==> src/sv/sitda_pkg.sv <==
// Shared constants and helpers for the signed integer to decimal text converter.
// No dependencies; used by signed_int_to_decimal_ascii and sitda_checker.
package sitda_pkg;

	localparam int ValueWidth  = 32;
	localparam int DigitCount  = 10;
	localparam int BcdWidth    = 4 * DigitCount;
	localparam int CharWidth   = 7;
	localparam int CountWidth  = $clog2(ValueWidth);
	localparam int DigitsWidth = $clog2(DigitCount + 1);

	localparam logic [CharWidth-1:0] AsciiZero  = 7'd48;
	localparam logic [CharWidth-1:0] AsciiMinus = 7'd45;

	typedef logic [3:0] bcd_digit_t;

	// Correction applied to one BCD digit before each left shift.
	function automatic bcd_digit_t dabble_adjust(input bcd_digit_t d);
		bcd_digit_t r;
		if (d >= 4'd5) begin
			r = d + 4'd3;
		end else begin
			r = d;
		end
		return r;
	endfunction

endpackage

==> src/sv/signed_int_to_decimal_ascii.sv <==
// Signed 32-bit integer to decimal ASCII text, most significant digit first.
// Depends on sitda_pkg for widths, character codes and the BCD digit correction.
//
//   channel   direction   payload                          last mark
//   s_*       in          tdata[31:0] value (signed)       -
//   m_*       out         tdata[6:0] character, [7] zero   tlast = last
//
// A number is accepted, converted by bit-serial shift-and-add-3 (one magnitude
// bit per cycle), stripped of its leading zero digits one at a time, and then
// sent as characters, a minus sign first when negative. A number of d digits
// drops 10 - d zeros.
// Reset clears the control state and the output register. A stalled output
// holds its character and pauses the emission; a new request is taken only
// after the last character of the previous one has been loaded.
module signed_int_to_decimal_ascii (
	input  logic        clk,
	input  logic        arst_n,
	input  logic        s_tvalid,
	output logic        s_tready,
	input  logic [31:0] s_tdata,   // [31:0] value
	output logic        m_tvalid,
	input  logic        m_tready,
	output logic [7:0]  m_tdata,   // [6:0] character, [7] zero fill
	output logic        m_tlast
);

	typedef enum logic [2:0] {
		ST_IDLE,
		ST_CONV,
		ST_SKIP,
		ST_SIGN,
		ST_EMIT
	} state_t;

	state_t                                  state_q;
	logic [sitda_pkg::ValueWidth-1:0]        mag_q;
	logic [sitda_pkg::BcdWidth-1:0]          bcd_q;
	logic [sitda_pkg::CountWidth-1:0]        bit_cnt_q;
	logic [sitda_pkg::DigitsWidth-1:0]       digits_q;
	logic                                    neg_q;
	logic                                    out_valid_q;
	logic [sitda_pkg::CharWidth-1:0]         char_q;
	logic                                    last_q;

	logic [sitda_pkg::BcdWidth-1:0]          bcd_adj;
	logic [sitda_pkg::ValueWidth-1:0]        neg_value;
	sitda_pkg::bcd_digit_t                   top_digit;
	logic                                    out_free;
	logic                                    out_load;

	always_comb begin
		for (int i = 0; i < sitda_pkg::DigitCount; i++) begin
			bcd_adj[4*i +: 4] = sitda_pkg::dabble_adjust(bcd_q[4*i +: 4]);
		end
	end

	assign neg_value = ~s_tdata + 32'd1;
	assign top_digit = bcd_q[sitda_pkg::BcdWidth-1 -: 4];
	assign out_free  = !out_valid_q || m_tready;
	assign out_load  = out_free && (state_q == ST_SIGN || state_q == ST_EMIT);

	assign s_tready = (state_q == ST_IDLE);
	assign m_tvalid = out_valid_q;
	assign m_tdata  = {1'b0, char_q};
	assign m_tlast  = last_q;

	always_ff @(posedge clk or negedge arst_n) begin
		if (!arst_n) begin
			state_q     <= ST_IDLE;
			out_valid_q <= 1'b0;
			char_q      <= '0;
			last_q      <= 1'b0;
			bit_cnt_q   <= '0;
			digits_q    <= '0;
			neg_q       <= 1'b0;
		end else begin
			if (m_tready && !out_load) begin
				out_valid_q <= 1'b0;
			end
			unique case (state_q)
				ST_IDLE: begin
					if (s_tvalid) begin
						neg_q     <= s_tdata[sitda_pkg::ValueWidth-1];
						mag_q     <= s_tdata[sitda_pkg::ValueWidth-1] ? neg_value : s_tdata;
						bcd_q     <= '0;
						bit_cnt_q <= '0;
						state_q   <= ST_CONV;
					end
				end
				ST_CONV: begin
					bcd_q     <= {bcd_adj[sitda_pkg::BcdWidth-2:0],
						mag_q[sitda_pkg::ValueWidth-1]};
					mag_q     <= {mag_q[sitda_pkg::ValueWidth-2:0], 1'b0};
					bit_cnt_q <= bit_cnt_q + 1'b1;
					if (bit_cnt_q == sitda_pkg::CountWidth'(sitda_pkg::ValueWidth - 1)) begin
						digits_q <= sitda_pkg::DigitsWidth'(sitda_pkg::DigitCount);
						state_q  <= ST_SKIP;
					end
				end
				ST_SKIP: begin
					// Zero keeps its final digit, so it still prints as one '0'.
					if (top_digit == 4'd0 && digits_q != sitda_pkg::DigitsWidth'(1)) begin
						bcd_q    <= {bcd_q[sitda_pkg::BcdWidth-5:0], 4'd0};
						digits_q <= digits_q - 1'b1;
					end else begin
						state_q <= neg_q ? ST_SIGN : ST_EMIT;
					end
				end
				ST_SIGN: begin
					if (out_free) begin
						out_valid_q <= 1'b1;
						char_q      <= sitda_pkg::AsciiMinus;
						last_q      <= 1'b0;
						state_q     <= ST_EMIT;
					end
				end
				ST_EMIT: begin
					if (out_free) begin
						out_valid_q <= 1'b1;
						char_q      <= sitda_pkg::AsciiZero
							+ {{(sitda_pkg::CharWidth-4){1'b0}}, top_digit};
						last_q      <= (digits_q == sitda_pkg::DigitsWidth'(1));
						bcd_q       <= {bcd_q[sitda_pkg::BcdWidth-5:0], 4'd0};
						digits_q    <= digits_q - 1'b1;
						if (digits_q == sitda_pkg::DigitsWidth'(1)) begin
							state_q <= ST_IDLE;
						end
					end
				end
				default: begin
					state_q <= ST_IDLE;
				end
			endcase
		end
	end

endmodule

==> config.mk <==
export PLATFORM = sky130hd
export DESIGN_NAME = signed_int_to_decimal_ascii
export DESIGN_NICKNAME = d
export VERILOG_FILES = /design/src/sv/sitda_pkg.sv /design/src/sv/signed_int_to_decimal_ascii.sv
export SDC_FILE = /design/constraint.sdc
export NUM_CORES = 1
export LEC_CHECK = 0
export BUFFER_PORTS_ARGS = -buffer_cell sky130_fd_sc_hd__buf_2
export CORE_MARGIN = 2
export CORE_UTILIZATION = 55
export CTS_BUF_LIST = sky130_fd_sc_hd__clkbuf_2 sky130_fd_sc_hd__clkbuf_4 sky130_fd_sc_hd__clkbuf_8
export CTS_CLUSTER_DIAMETER = 60
export DETAILED_ROUTE_END_ITERATION = 10
export PLACE_DENSITY = 0.76
export SYNTH_ARGS = -nofsm -noshare
export SYNTH_HDL_FRONTEND = slang
export SYNTH_SLANG_ARGS = --single-unit
==> constraint.sdc <==
create_clock -name clk -period 2.55 [get_ports clk]
set_input_delay 0.255 -clock clk [delete_from_list [all_inputs] [get_ports clk]]
set_output_delay 0.255 -clock clk [all_outputs]
set_load 0.02 [all_outputs]
# == Yosys cells after proc, flatten, opt, wreduce, memory -nomap -nowiden ==
# Index checks and enable logic that the tools add are counted.
# word_totals
register_bits,94
in_bits,36
# op_classes
n_addsub,14
order_cmp,10
n_eq_ne,14
muxes,40
bitwise,1
reduce_logical,21
# op_table
operator,n
40-bit one-hot mux with 4 select lines,1
40-bit 2-to-1 mux,3
32-bit 2-to-1 mux,2
32-bit one-hot mux with 2 select lines,1
4-bit 2-to-1 mux,12
4-bit by 3-bit >= comparator with 1-bit output (second input constant),10
4-bit by 2-bit adder with 4-bit output (second input constant),9
32-bit by 1-bit adder with 32-bit output (second input constant),1
32-bit NOT,1
3-bit 2-to-1 mux,8
3-bit one-hot mux with 5 select lines,1
7-bit 2-to-1 mux,2
7-bit one-hot mux with 2 select lines,1
2-bit inequality test (second input constant),6
4-bit one-hot mux with 3 select lines,1
5-bit one-hot mux with 2 select lines,1
6-bit by 4-bit adder with 7-bit output (first input constant),1
3-bit by 2-bit == test with 1-bit output (second input constant),2
3-bit AND reduction,2
6-bit AND reduction,1
5-bit by 1-bit adder with 5-bit output (second input constant),1
5-bit == test (second input constant),1
1-bit 2-to-1 mux,5
5-bit 2-to-1 mux,1
other kinds (20),26

# == Depth between registers and ports, before layout ==
# Gate-level depths: netlist of run 1.
# logic_depth
depth_word,8
ltp_mapped,8

# == Worst setup path before layout of run 1 ==
# Ideal clock, no wire load.
# synth_path
path_type,register to register
from,"reg, netlist name bit_cnt_q[0]"
to,"reg bcd_q[0] in the netlist's numbering, enable pin"
arrival_ps,2363
setup_slack_ps,-214
path_stages_with_launch,9
path_buffers,0
synth_period_minus_slack_ps,2764
cell_sequence,dfrtp_1 -> ha_1 -> and3_1 -> ha_1 -> nor3b_1 -> a31oi_1 -> o2bb2ai_1 -> o21ai_0 -> and2_1
# synth_rtl
item,line_no,text
to (signal assigned),signed_int_to_decimal_ascii.sv:91,"bcd_q <= {bcd_adj[sitda_pkg::BcdWidth-2:0],"
to (signal assigned),signed_int_to_decimal_ascii.sv:103,"bcd_q <= {bcd_q[sitda_pkg::BcdWidth-5:0], 4'd0};"
to (signal assigned),signed_int_to_decimal_ascii.sv:123,"bcd_q <= {bcd_q[sitda_pkg::BcdWidth-5:0], 4'd0};"
to (decl),signed_int_to_decimal_ascii.sv:37,logic [sitda_pkg::BcdWidth-1:0] bcd_q;

==> results of run 1 <==
## critical path: cells and delay by family, from the launching register on
family / cells / cell delay, ps
adder cells (fa/ha/maj): 2 / 450
AND/OR/NAND/NOR: 3 / 630
AO/OA/AOI/OAI: 3 / 360
flip-flops: 1 / 410
buffers and inverters: 1 / 190
## cell families (layout without fill, tap and decap cells)
group | Yosys count | count (layout) | synth area share [%]
flops | 93 | 93 | 48.4
fa+ha+maj | 25 | 25 | 5.63
xor+xnor | 42 | 42 | 6.62
other cells | 1 | 2 | 0.0675
mux | 3 | 3 | 0.563
compound gates | 173 | 173 | 19.0
buf+inv | 54 | 102 | 3.94
simple gates | 170 | 170 | 15.8
## registers in the layout (all words and copies together), names as in the netlist
signal	cells
m_tvalid	1
mag_q	32
state_q	3
bcd_q	40
digits_q	4
bit_cnt_q	5
m_tlast	1
neg_q	1
char_q	6
## power breakdown
| part | total [mW] | switching [mW] | internal [mW] | leakage (nW) |
|---|---|---|---|---|
| clock | 0.969 | 0.522 | 0.447 | 0.0903 |
| sequential | 3.07 | 0.477 | 2.60 | 0.964 |
| combinational | 2.86 | 1.69 | 1.17 | 1.34 |
## layer usage
metal / vias to the layer above / part of all wire (%)
met5: - / 0
met4: 0 / 0.78
met3: 8 / 3.9
met2: 97 / 50
met1: 2045 / 46
li1: 2138 / -
## final timing paths
path,startpoint,endpoint,slack [ps],cells past startpoint
setup reg to reg,bit_cnt_q[0],bcd_q[13],250,9
setup / recovery,bit_cnt_q[0],bcd_q[13],250,9
min in group asynchronous,arst_n,char_q[2],300,2
max in group asynchronous,arst_n,bit_cnt_q[0],1790,3
hold / removal,s_tvalid,neg_q,180,3
hold reg to reg,char_q[5],char_q[5],480,1
## cell type report
type / count / area [µm²] / share of cell area, %
timing repair buffer: 56 / 338 / 5.48
clock buffer: 9 / 124 / 2.01
tap: 133 / 166 / 2.70
multi-input combinational: 415 / 2670 / 43.3
clock inverter: 7 / 66.3 / 1.08
inverter: 30 / 113 / 1.83
sequential: 93 / 2690 / 43.6
## Yosys cell counts (all sizes together) (6+ instances only)
cell type / instances / area, µm²
o41ai: 9 / 101
xnor2: 11 / 96.3
o22ai: 12 / 75.1
xor2: 31 / 272
edfxtp: 72 / 2160
a22o: 6 / 52.6
ha: 25 / 313
o21ai: 66 / 330
nand2b: 17 / 106
a21oi: 48 / 240
dfrtp: 21 / 526
nand3: 9 / 45.0
buf: 7 / 42.5
nand2: 57 / 214
nor3: 7 / 35.0
inv: 30 / 113
nor2: 37 / 139
o31ai: 13 / 97.6
nor3b: 15 / 113
clkbuf: 17 / 63.8
## through the flow
stage / utilization, % / area, µm² / cells / total power, mW
detailed placement: 61.0 / 5960 / 726 / 5.95
CTS: 63.1 / 6160 / 743 / 6.94
global placement: 61.0 / 5960 / 726 / 5.76
finish: 63.1 / 6160 / 743 / 6.90
global route: 63.1 / 6160 / 743 / 7.49
floorplan: - / 5560 / 562 / 5.14
==> implementation parameters, run 1 <==
Parameter                              Value

Outcome
  Status ... finished, final reports clean

Setup path
  Cell seen most often among critical-path stages ... ha_1
  CP max FO ... 40
  Cells along the critical path ... ha_1 -> and3_1 -> ha_1 -> nor3b_1 -> a31oi_1 -> o2bb2ai_1 -> o21ai_0 -> and2_2 -> buf_12
  Worst Path Class, Setup ... reg -> reg
  Category of the worst setup path capture point ... register
  Arrival time reported for the critical path endpoint ... 2400 ps
  Maximum single-stage delay on the critical path ... 410 ps
  Critical path's slowest cell ... dfrtp_1
  Setup crit start kind ... register
  CP Data Required Time ... 2640 ps

Drt
  Detailed-route wire length per cell ... 14.6 µm
  Vias ... 4288
  Detail Route Antenna Nets ... 0
  Starting DRT DRC Count ... 201
  Average via count per standard cell ... 5.77
  Wire length reported by the detailed router ... 10800 µm
  Number of detailed-routing iterations run before antenna repair ... 5
  Residual DRC ... 0

Power and ir drop
  Leakage power figure ... 2.40 nW
  Power density of the placed cells ... 1120 nW/µm²
  Maximum vdd ir drop ... 0.502 mV

Timing
  Total of endpoints with negative setup slack in the final report ... 0
  Final worst setup slack ... 247 ps
  Time the final worst path needs with I/O delays and setup ... 2300 ps
  Sum Neg Setup Slack ... 0 ps
  Highest achievable clock rate ... 434 MHz
  Number of max-slew violations in the final report ... 0
  Relative slew slack ... 65.4%
  Crit share post-route ... 90.3%
  Final Skew ... 13.5 ps
  RSZ-0062 raised after global routing ... no
  Transition time at the pin with the least slew margin ... 516 ps
  Endpoints failing hold ... 0
  Tightest hold margin ... 175 ps

Global routing
  GRT Max-Usage Layer ... met2
  Global-route wire length before repair ... 19000 µm
  Met3 demand-to-capacity share in global routing ... 3.63%
  GR Util met2 ... 36.5%
  Maximum number of pins on one net before global-route repair ... 48
  GRT Total Usage ... 21.1%
  Global-route met1 utilization ... 27.0%
  Final global-route overflow total ... 0
  Initial antenna violation count ... 0
  Number of global-route vias before repair ... 4245

Layout
  Antenna cell count ... 0
  Commonest non-fill, non-tap cell in the layout ... edfxtp_1
  Signed area change from the synthesized netlist to the final layout ... 10.9%
  Final nets ... 666
  Top library cells by usage in the layout, fill and taps aside ... edfxtp_1 (72), o21ai_0 (65), nand2_1 (56), a21oi_1 (47), buf_2 (44)
  FILL cells ... 815
  Share of layout cells above drive strength 1 ... 14.4%

Place
  Worst setup timing slack at the placement stage ... 284 ps
  Number of buffers inserted by port buffering ... 44
  GP Congestion ... 0.866
  HPWL Detailed ... 7530 µm

CTS
  Clk Latency, worst-skew pair ... 360 ps
  Hold bufs inserted after CTS ... 1
  Sink count of the clock tree ... 93
  Post-CTS Setup Repair Bufs ... 0
  Deepest level of the CTS H-tree ... 3
  TritonCTS clock tree ... built
  Post-cts gate resize count ... 0
  Clock buffer depth ... 2
  Register clock-pin slew on the reported worst setup and hold paths ... 100 ps
  Total clock buffers created by CTS ... 9
  Library cell used as clock root buffer ... clkbuf_8

Synth
  Sequential area share after synthesis ... 48.4%
  Unique cell type count in the Yosys netlist ... 54
  Async S/R FF share, synth ... 22.6%
  Mean area per synthesized cell ... 9.90 µm²
  Instance count of the mapped netlist ... 561
  Warnings, synthesis ... 0
  Post-synthesis cell area ... 5560 µm²
  Number of synthesized flops with an enable pin ... 72
  Yosys reg bits ... 93
  Ys flop type ... edfxtp_1

Floorplanning
  Initial Util ... 56.8%
  Floorplan core area ... 9770 µm²
  Die Y ... 105 µm
  Die outline width ... 105 µm
  Number of placed I/O pins ... 47
  Row count ... 36
  Die area ... 10900 µm²

Min path
  Path class of the lowest-slack min-delay path ... in -> reg

Job
  Max Cap Viol ... 0
Power figures use the tool's default switching activity.
==> inputs of run 2 (changes only) <==
CORE_UTILIZATION = 40   (was 55)
PLACE_DENSITY = 0.58   (was 0.76)
==> run 2 against run 1 <==
Net effect: count of clock-buffer cells in the layout is 3 higher; critical endpoint is now bcd_q[12]; setup slack lost 1.4 ps; clock skew decreased by 7.2 ps; die area increased by 36%; worst hold slack about the same.
==> implementation parameters, run 2 (synthesized netlist as in run 1, its figures left out) <==
Parameter                              Value

CTS
  Total clock buffers created by CTS ... 9 (unchanged)
  Post-cts gate resize count ... 0 (unchanged)
  Register clock-pin slew on the reported worst setup and hold paths ... 90 ps (about the same)
  Clock buffer depth ... 2 (unchanged)
  Sink count of the clock tree ... 93 (unchanged)
  TritonCTS clock tree ... built
  Post-CTS Setup Repair Bufs ... 0 (unchanged)
  Library cell used as clock root buffer ... clkbuf_8
  Deepest level of the CTS H-tree ... 3 (unchanged)
  Clk Latency, worst-skew pair ... 370 ps (about the same)

Setup path
  CP max FO ... 40 (unchanged)
  Arrival time reported for the critical path endpoint ... 2420 ps (+20 ps)
  Setup crit start kind ... register
  Worst flop-to-flop path endpoint ... bcd_q[12]
  CP Data Required Time ... 2670 ps (+30 ps)
  Worst Path Class, Setup ... reg -> reg
  Slack of the worst reg-to-reg path ... 250 ps (about the same)
  Logic depth of the worst register-to-register path ... 9 (unchanged)
  Category of the worst setup path capture point ... register
  Startpoint of the lowest-slack register-to-register path ... bit_cnt_q[0]

Timing
  Total of endpoints with negative setup slack in the final report ... 0 (unchanged)
  Sum Neg Setup Slack ... 0 ps (unchanged)
  Final Skew ... 6.24 ps (-7.23 ps)
  Transition time at the pin with the least slew margin ... 530 ps (+14.1 ps)
  Number of max-slew violations in the final report ... 0 (unchanged)
  Relative slew slack ... 64.7% (-0.71 points)
  Highest achievable clock rate ... 434 MHz (about the same)
  Tightest hold margin ... 175 ps (-0.291 ps)
  Crit share post-route ... 90.4% (about the same)
  RSZ-0062 raised after global routing ... no
  Endpoints failing hold ... 0 (unchanged)
  Time the final worst path needs with I/O delays and setup ... 2300 ps (+1.35 ps)

Power and ir drop
  Leakage power figure ... 2.40 nW (+0.14%)
  Maximum vdd ir drop ... 0.433 mV (-14%)
  Power density of the placed cells ... 1110 nW/µm² (-0.84%)

Floorplanning
  Floorplan core area ... 13700 µm² (+40%)
  Initial Util ... 40.5% (-16 points)
  Die outline width ... 122 µm (+17%)
  Die Y ... 122 µm (+17%)
  Row count ... 43 (+19%)
  Number of placed I/O pins ... 47 (unchanged)
  Die area ... 14800 µm² (+36%)

Global routing
  Number of global-route vias before repair ... 4165 (-1.9%)
  Final global-route overflow total ... 0 (unchanged)
  Initial antenna violation count ... 0 (unchanged)
  GRT Total Usage ... 16.4% (-4.6 points)
  Global-route wire length before repair ... 19300 µm (+1.4%)
  Maximum number of pins on one net before global-route repair ... 41 (-15%)

Layout
  Commonest non-fill, non-tap cell in the layout ... edfxtp_1
  Largest registers ... bcd_q: 40 flops, mag_q: 32 flops, char_q: 6 flops
  Share of layout cells above drive strength 1 ... 14.6% (+0.16 points)
  Antenna cell count ... 0 (unchanged)
  Max reg flops ... 40 (unchanged)
  Top library cells by usage in the layout, fill and taps aside ... edfxtp_1 (72), o21ai_0 (65), nand2_1 (56), a21oi_1 (47), buf_2 (44)
  Largest Register ... bcd_q
  End-of-flow core utilization ... 45.4% (-18 points)
  Final nets ... 666 (unchanged)
  Signed area change from the synthesized netlist to the final layout ... 12.1%

Min path
  Hold path endpoint ... neg_q
  Hold wc startpoint ... s_tvalid
  Number of instances on the worst hold path ... 3 (unchanged)
  Path class of the lowest-slack min-delay path ... in -> reg

Drt
  Average via count per standard cell ... 5.38 (-6.8%)
  Number of detailed-routing iterations run before antenna repair ... 4 (-1)
  Wire length reported by the detailed router ... 11300 µm (+4.2%)
  Starting DRT DRC Count ... 222 (+10%)
  Vias ... 4247 (-0.96%)
  Residual DRC ... 0 (unchanged)
  Detailed-route wire length per cell ... 14.3 µm (-2.0%)
  Detail Route Antenna Nets ... 0 (unchanged)

Job
  Max Cap Viol ... 0 (unchanged)

Outcome
  Status ... finished, final reports clean

Place
  GP Congestion ... 0.797 (-8.0%)
  Number of buffers inserted by port buffering ... 44 (unchanged)
  HPWL Detailed ... 7850 µm (+4.3%)
-- run 2: cell types whose count changed in the layout (fill, tap and decap cells not counted) --
| cell | previous run | this run |
|---|---|---|
| clkinv_4 | 1 | 0 |
| clkinv_2 | 1 | 0 |
| clkinv_1 | 2 | 1 |
| clkbuf_4 | 0 | 3 |
-- run 2: timing repair --
| item | 4_1_cts | 5_1_grt |
|---|---|---|
| setup endpoints to repair | 0 | 0 |
| hold buffers | 1 | 0 |
| endpoints found under the hold margin | 11 | 0 |
-- run 2: how the worst max path moves through the flow --
stage | depth (start not counted) | to | slack, ps | start
3_3_place_gp | 9 | bcd_q[12] | 310 | bit_cnt_q[0]
4_1_cts | 9 | bcd_q[23] | 260 | bit_cnt_q[0]
2_1_floorplan | 8 | bcd_q[0] | 140 | bit_cnt_q[0]
5_1_grt | 9 | bcd_q[23] | 120 | bit_cnt_q[0]
6_report | 9 | bcd_q[12] | 250 | bit_cnt_q[0]
3_5_place_dp | 8 | mag_q[30] | 260 | s_tdata[0]
-- run 2: stage by stage --
| stage | area, µm² | cells | power (mW) | setup WS [ps] |
|---|---|---|---|---|
| global placement | 6020 | 773 | 5.83 | 312 |
| CTS | 6230 | 790 | 7.00 | 255 |
| finish | 6230 | 790 | 6.91 | 245 |
| detailed placement | 6020 | 773 | 5.96 | 256 |
| floorplan | 5560 | 562 | 5.14 | 136 |
| global route | 6230 | 790 | 7.57 | 115 |
-- run 2: report_power, final --
group	internal (mW)	switching, mW
logic	1.18	1.66
clock network	0.484	0.518
registers	2.60	0.470
total	4.26	2.65
-- run 2: critical path, cell delays in order (launching register included) --
cell       delay (ps)
dfrtp_1           410
ha_1              230
and3_1            190
ha_1              220
nor3b_1           210
a31oi_1            70
o2bb2ai_1         200
o21ai_0            80
and2_2            230
buf_12            180
-- run 2: layer usage --
layer | GRT usage, % | part of all wire [%] | up-vias | routed length [µm]
met3 | 4.82 | 3.8 | 11 | 434
met2 | 27.8 | 47 | 74 | 5320
met5 | 0 | 0 | - | 0
met1 | 20.4 | 48 | 2026 | 5420
li1 | - | - | 2136 | -
met4 | 4.60 | 1.1 | 0 | 125
-- run 2: area by class of cell --
type / count / area [µm²]
Fill cell: 1323 / 7490
Sequential cell: 93 / 2690
Multi-Input combinational cell: 415 / 2670
Timing Repair Buffer: 56 / 338
Tap cell: 180 / 225
Clock buffer: 12 / 146
Inverter: 30 / 113
Clock inverter: 4 / 48.8
==> inputs of run 3 (changes only) <==
==> constraint.sdc (replaced) <==
create_clock -name clk -period 2.55 [get_ports clk]
set_input_delay 0 -clock clk [delete_from_list [all_inputs] [get_ports clk]]
set_output_delay 0 -clock clk [all_outputs]
set_load 0.02 [all_outputs]
==> run 3 against run 2 <==
Net effect: setup slack worse by 37 ps; sequential share of layout area down 0.75 points; flip-flop and latch count unchanged; count of clock-buffer cells in the layout down 1; largest cell class unchanged; highest routed layer unchanged; worst hold slack got worse by 140 ps; sequential power barely moved; maximum frequency decreased by 1.6%; non-clock buffer count grew 4; wire length grew 1.0%.
==> implementation parameters, run 3 (synthesized netlist as in run 1, its figures left out) <==
Parameter                              Value

Timing
  RSZ-0062 raised after global routing ... no
  Crit share post-route ... 91.8% (+1.4 points)
  Final Skew ... 8.98 ps (+2.74 ps)
  Time the final worst path needs with I/O delays and setup ... 2340 ps (+36.9 ps)
  Sum Neg Setup Slack ... 0 ps (unchanged)
  Transition time at the pin with the least slew margin ... 517 ps (-13.0 ps)
  Total of endpoints with negative setup slack in the final report ... 0 (unchanged)
  Highest achievable clock rate ... 427 MHz (-1.6%)
  Relative slew slack ... 65.6% (+0.87 points)
  Number of max-slew violations in the final report ... 0 (unchanged)
  Endpoints failing hold ... 0 (unchanged)

Floorplanning
  Row count ... 43 (unchanged)
  Die outline width ... 122 µm (unchanged)
  Floorplan core area ... 13700 µm² (unchanged)
  Initial Util ... 40.5% (unchanged)
  Die Y ... 122 µm (unchanged)
  Number of placed I/O pins ... 47 (unchanged)
  Die area ... 14800 µm² (unchanged)

Setup path
  Setup crit start kind ... register
  Category of the worst setup path capture point ... register
  Arrival time reported for the critical path endpoint ... 2470 ps (+50 ps)
  CP max FO ... 32 (-20%)
  Slack of the worst reg-to-reg path ... 210 ps (-40 ps)
  CP Data Required Time ... 2670 ps (about the same)
  Worst Path Class, Setup ... reg -> reg

Outcome
  Status ... finished, final reports clean

Layout
  Largest registers ... bcd_q: 40 flops, mag_q: 32 flops, char_q: 6 flops
  Final nets ... 670 (+0.60%)
  Max reg flops ... 40 (unchanged)
  Share of layout cells above drive strength 1 ... 14.5% (-0.095 points)
  Commonest non-fill, non-tap cell in the layout ... edfxtp_1
  Final Non-Filler Cells ... 794 (+0.51%)
  Signed area change from the synthesized netlist to the final layout ... 14.1%
  Top library cells by usage in the layout, fill and taps aside ... edfxtp_1 (72), o21ai_0 (65), nand2_1 (56), a21oi_1 (47), buf_2 (44)
  Antenna cell count ... 0 (unchanged)
  Largest Register ... bcd_q

CTS
  Sink count of the clock tree ... 93 (unchanged)
  Library cell used as clock root buffer ... clkbuf_8
  Deepest level of the CTS H-tree ... 3 (unchanged)
  Register clock-pin slew on the reported worst setup and hold paths ... 90 ps (about the same)
  Hold bufs inserted after CTS ... 6 (+5)
  Total clock buffers created by CTS ... 9 (unchanged)
  Clock buffer depth ... 2 (unchanged)
  Post-cts gate resize count ... 0 (unchanged)
  Post-CTS Setup Repair Bufs ... 0 (unchanged)
  TritonCTS clock tree ... built
  Clk Latency, worst-skew pair ... 370 ps (about the same)

Drt
  Average via count per standard cell ... 5.37 (about the same)
  Residual DRC ... 0 (unchanged)
  Starting DRT DRC Count ... 297 (+34%)
  Detailed-route wire length per cell ... 14.4 µm (+0.53%)
  Wire length reported by the detailed router ... 11400 µm (+1.0%)
  Number of detailed-routing iterations run before antenna repair ... 5 (+1)
  Vias ... 4266 (+0.45%)
  Detail Route Antenna Nets ... 0 (unchanged)

Power and ir drop
  Cell internal power dissipation ... 4.49 mW (+5.4%)
  Net switching share of the total power ... 37.4% (-0.96 points)
  Maximum vdd ir drop ... 0.560 mV (+29%)
  Share of power burned in registers ... 42.6% (-1.8 points)
  Leakage power figure ... 2.45 nW (+2.3%)
  Sw power ... 2.68 mW (+1.2%)
  Portion of total power attributed to combinational logic ... 40.2% (-0.9 points)
  Clk network pwr share ... 17.2% (+2.7 points)
  Total Power Consumption ... 7.17 mW (+3.8%)
  Power density of the placed cells ... 1130 nW/µm² (+2.0%)

Job
  Max Cap Viol ... 0 (unchanged)

Global routing
  Maximum number of pins on one net before global-route repair ... 48 (+17%)
  Final global-route overflow total ... 0 (unchanged)
  Global-route wire length before repair ... 19900 µm (+3.1%)
  GRT Total Usage ... 16.8% (+0.33 points)
  Initial antenna violation count ... 0 (unchanged)
  Number of global-route vias before repair ... 4310 (+3.5%)

Place
  Number of buffers inserted by port buffering ... 44 (unchanged)
  Placed instance count ... 772 (-0.13%)
  GP Congestion ... 0.754 (-5.4%)
  HPWL Detailed ... 7940 µm (+1.0%)

Min path
  Path class of the lowest-slack min-delay path ... in -> reg
-- run 3: metrics by stage --
step           setup WS (ps)  util [%]  hold WS [ps]  instance area (µm²)
2_1_floorplan            136         -          -296                 5560
3_3_place_gp             235      43.9          -108                 6030
3_5_place_dp             234      43.9         -97.4                 6030
4_1_cts                  188      46.2          9.55                 6340
5_1_grt                 39.4      46.2          31.8                 6340
6_report                 208      46.2          31.4                 6340
-- run 3: worst max-delay path, cell delays in order, from the launching register on --
cell	delay (ps)
dfrtp_1	410
ha_1	230
and3_1	190
ha_1	210
nor3b_1	190
a31oi_1	60
o2bb2ai_1	210
o21ai_0	90
and2_2	290
buf_12	200
-- run 3: path summary, 6_finish.rpt --
path,endpoint,from,cells after the start
worst max-delay path,bcd_q[15],bit_cnt_q[0],9
min in group asynchronous,digits_q[2],arst_n,2
worst max register to register,bcd_q[15],bit_cnt_q[0],9
worst min-delay path,mag_q[20],s_tdata[20],3
max in group asynchronous,bit_cnt_q[0],arst_n,3
worst min register to register,char_q[5],char_q[5],1
-- run 3: layer usage --
layer  GRT usage [%]  vias up  share of wire, %
met2            27.4       84                47
met4            4.67        0               1.0
li1                -     2136                 -
met3            4.40        9               4.9
met5               0        -                 0
met1            22.0     2037                47
-- run 3: power by group through the flow --
stage	Sequential, mW	Clock, mW	Combinational, mW
final	3.06	1.23	2.88
after global routing	3.17	1.33	3.32
after CTS	3.06	1.27	2.92
after detailed placement	3.09	0	2.89
after global placement	3.07	0	2.78
after floorplan	2.99	0	2.14
-- run 3: cell type report --
type	count	area [µm²]
multi-input combinational	415	2670
inverter	30	113
clock buffer	11	145
tap	180	225
sequential	93	2690
clock inverter	5	105
timing repair buffer	60	393
fill	1303	7380
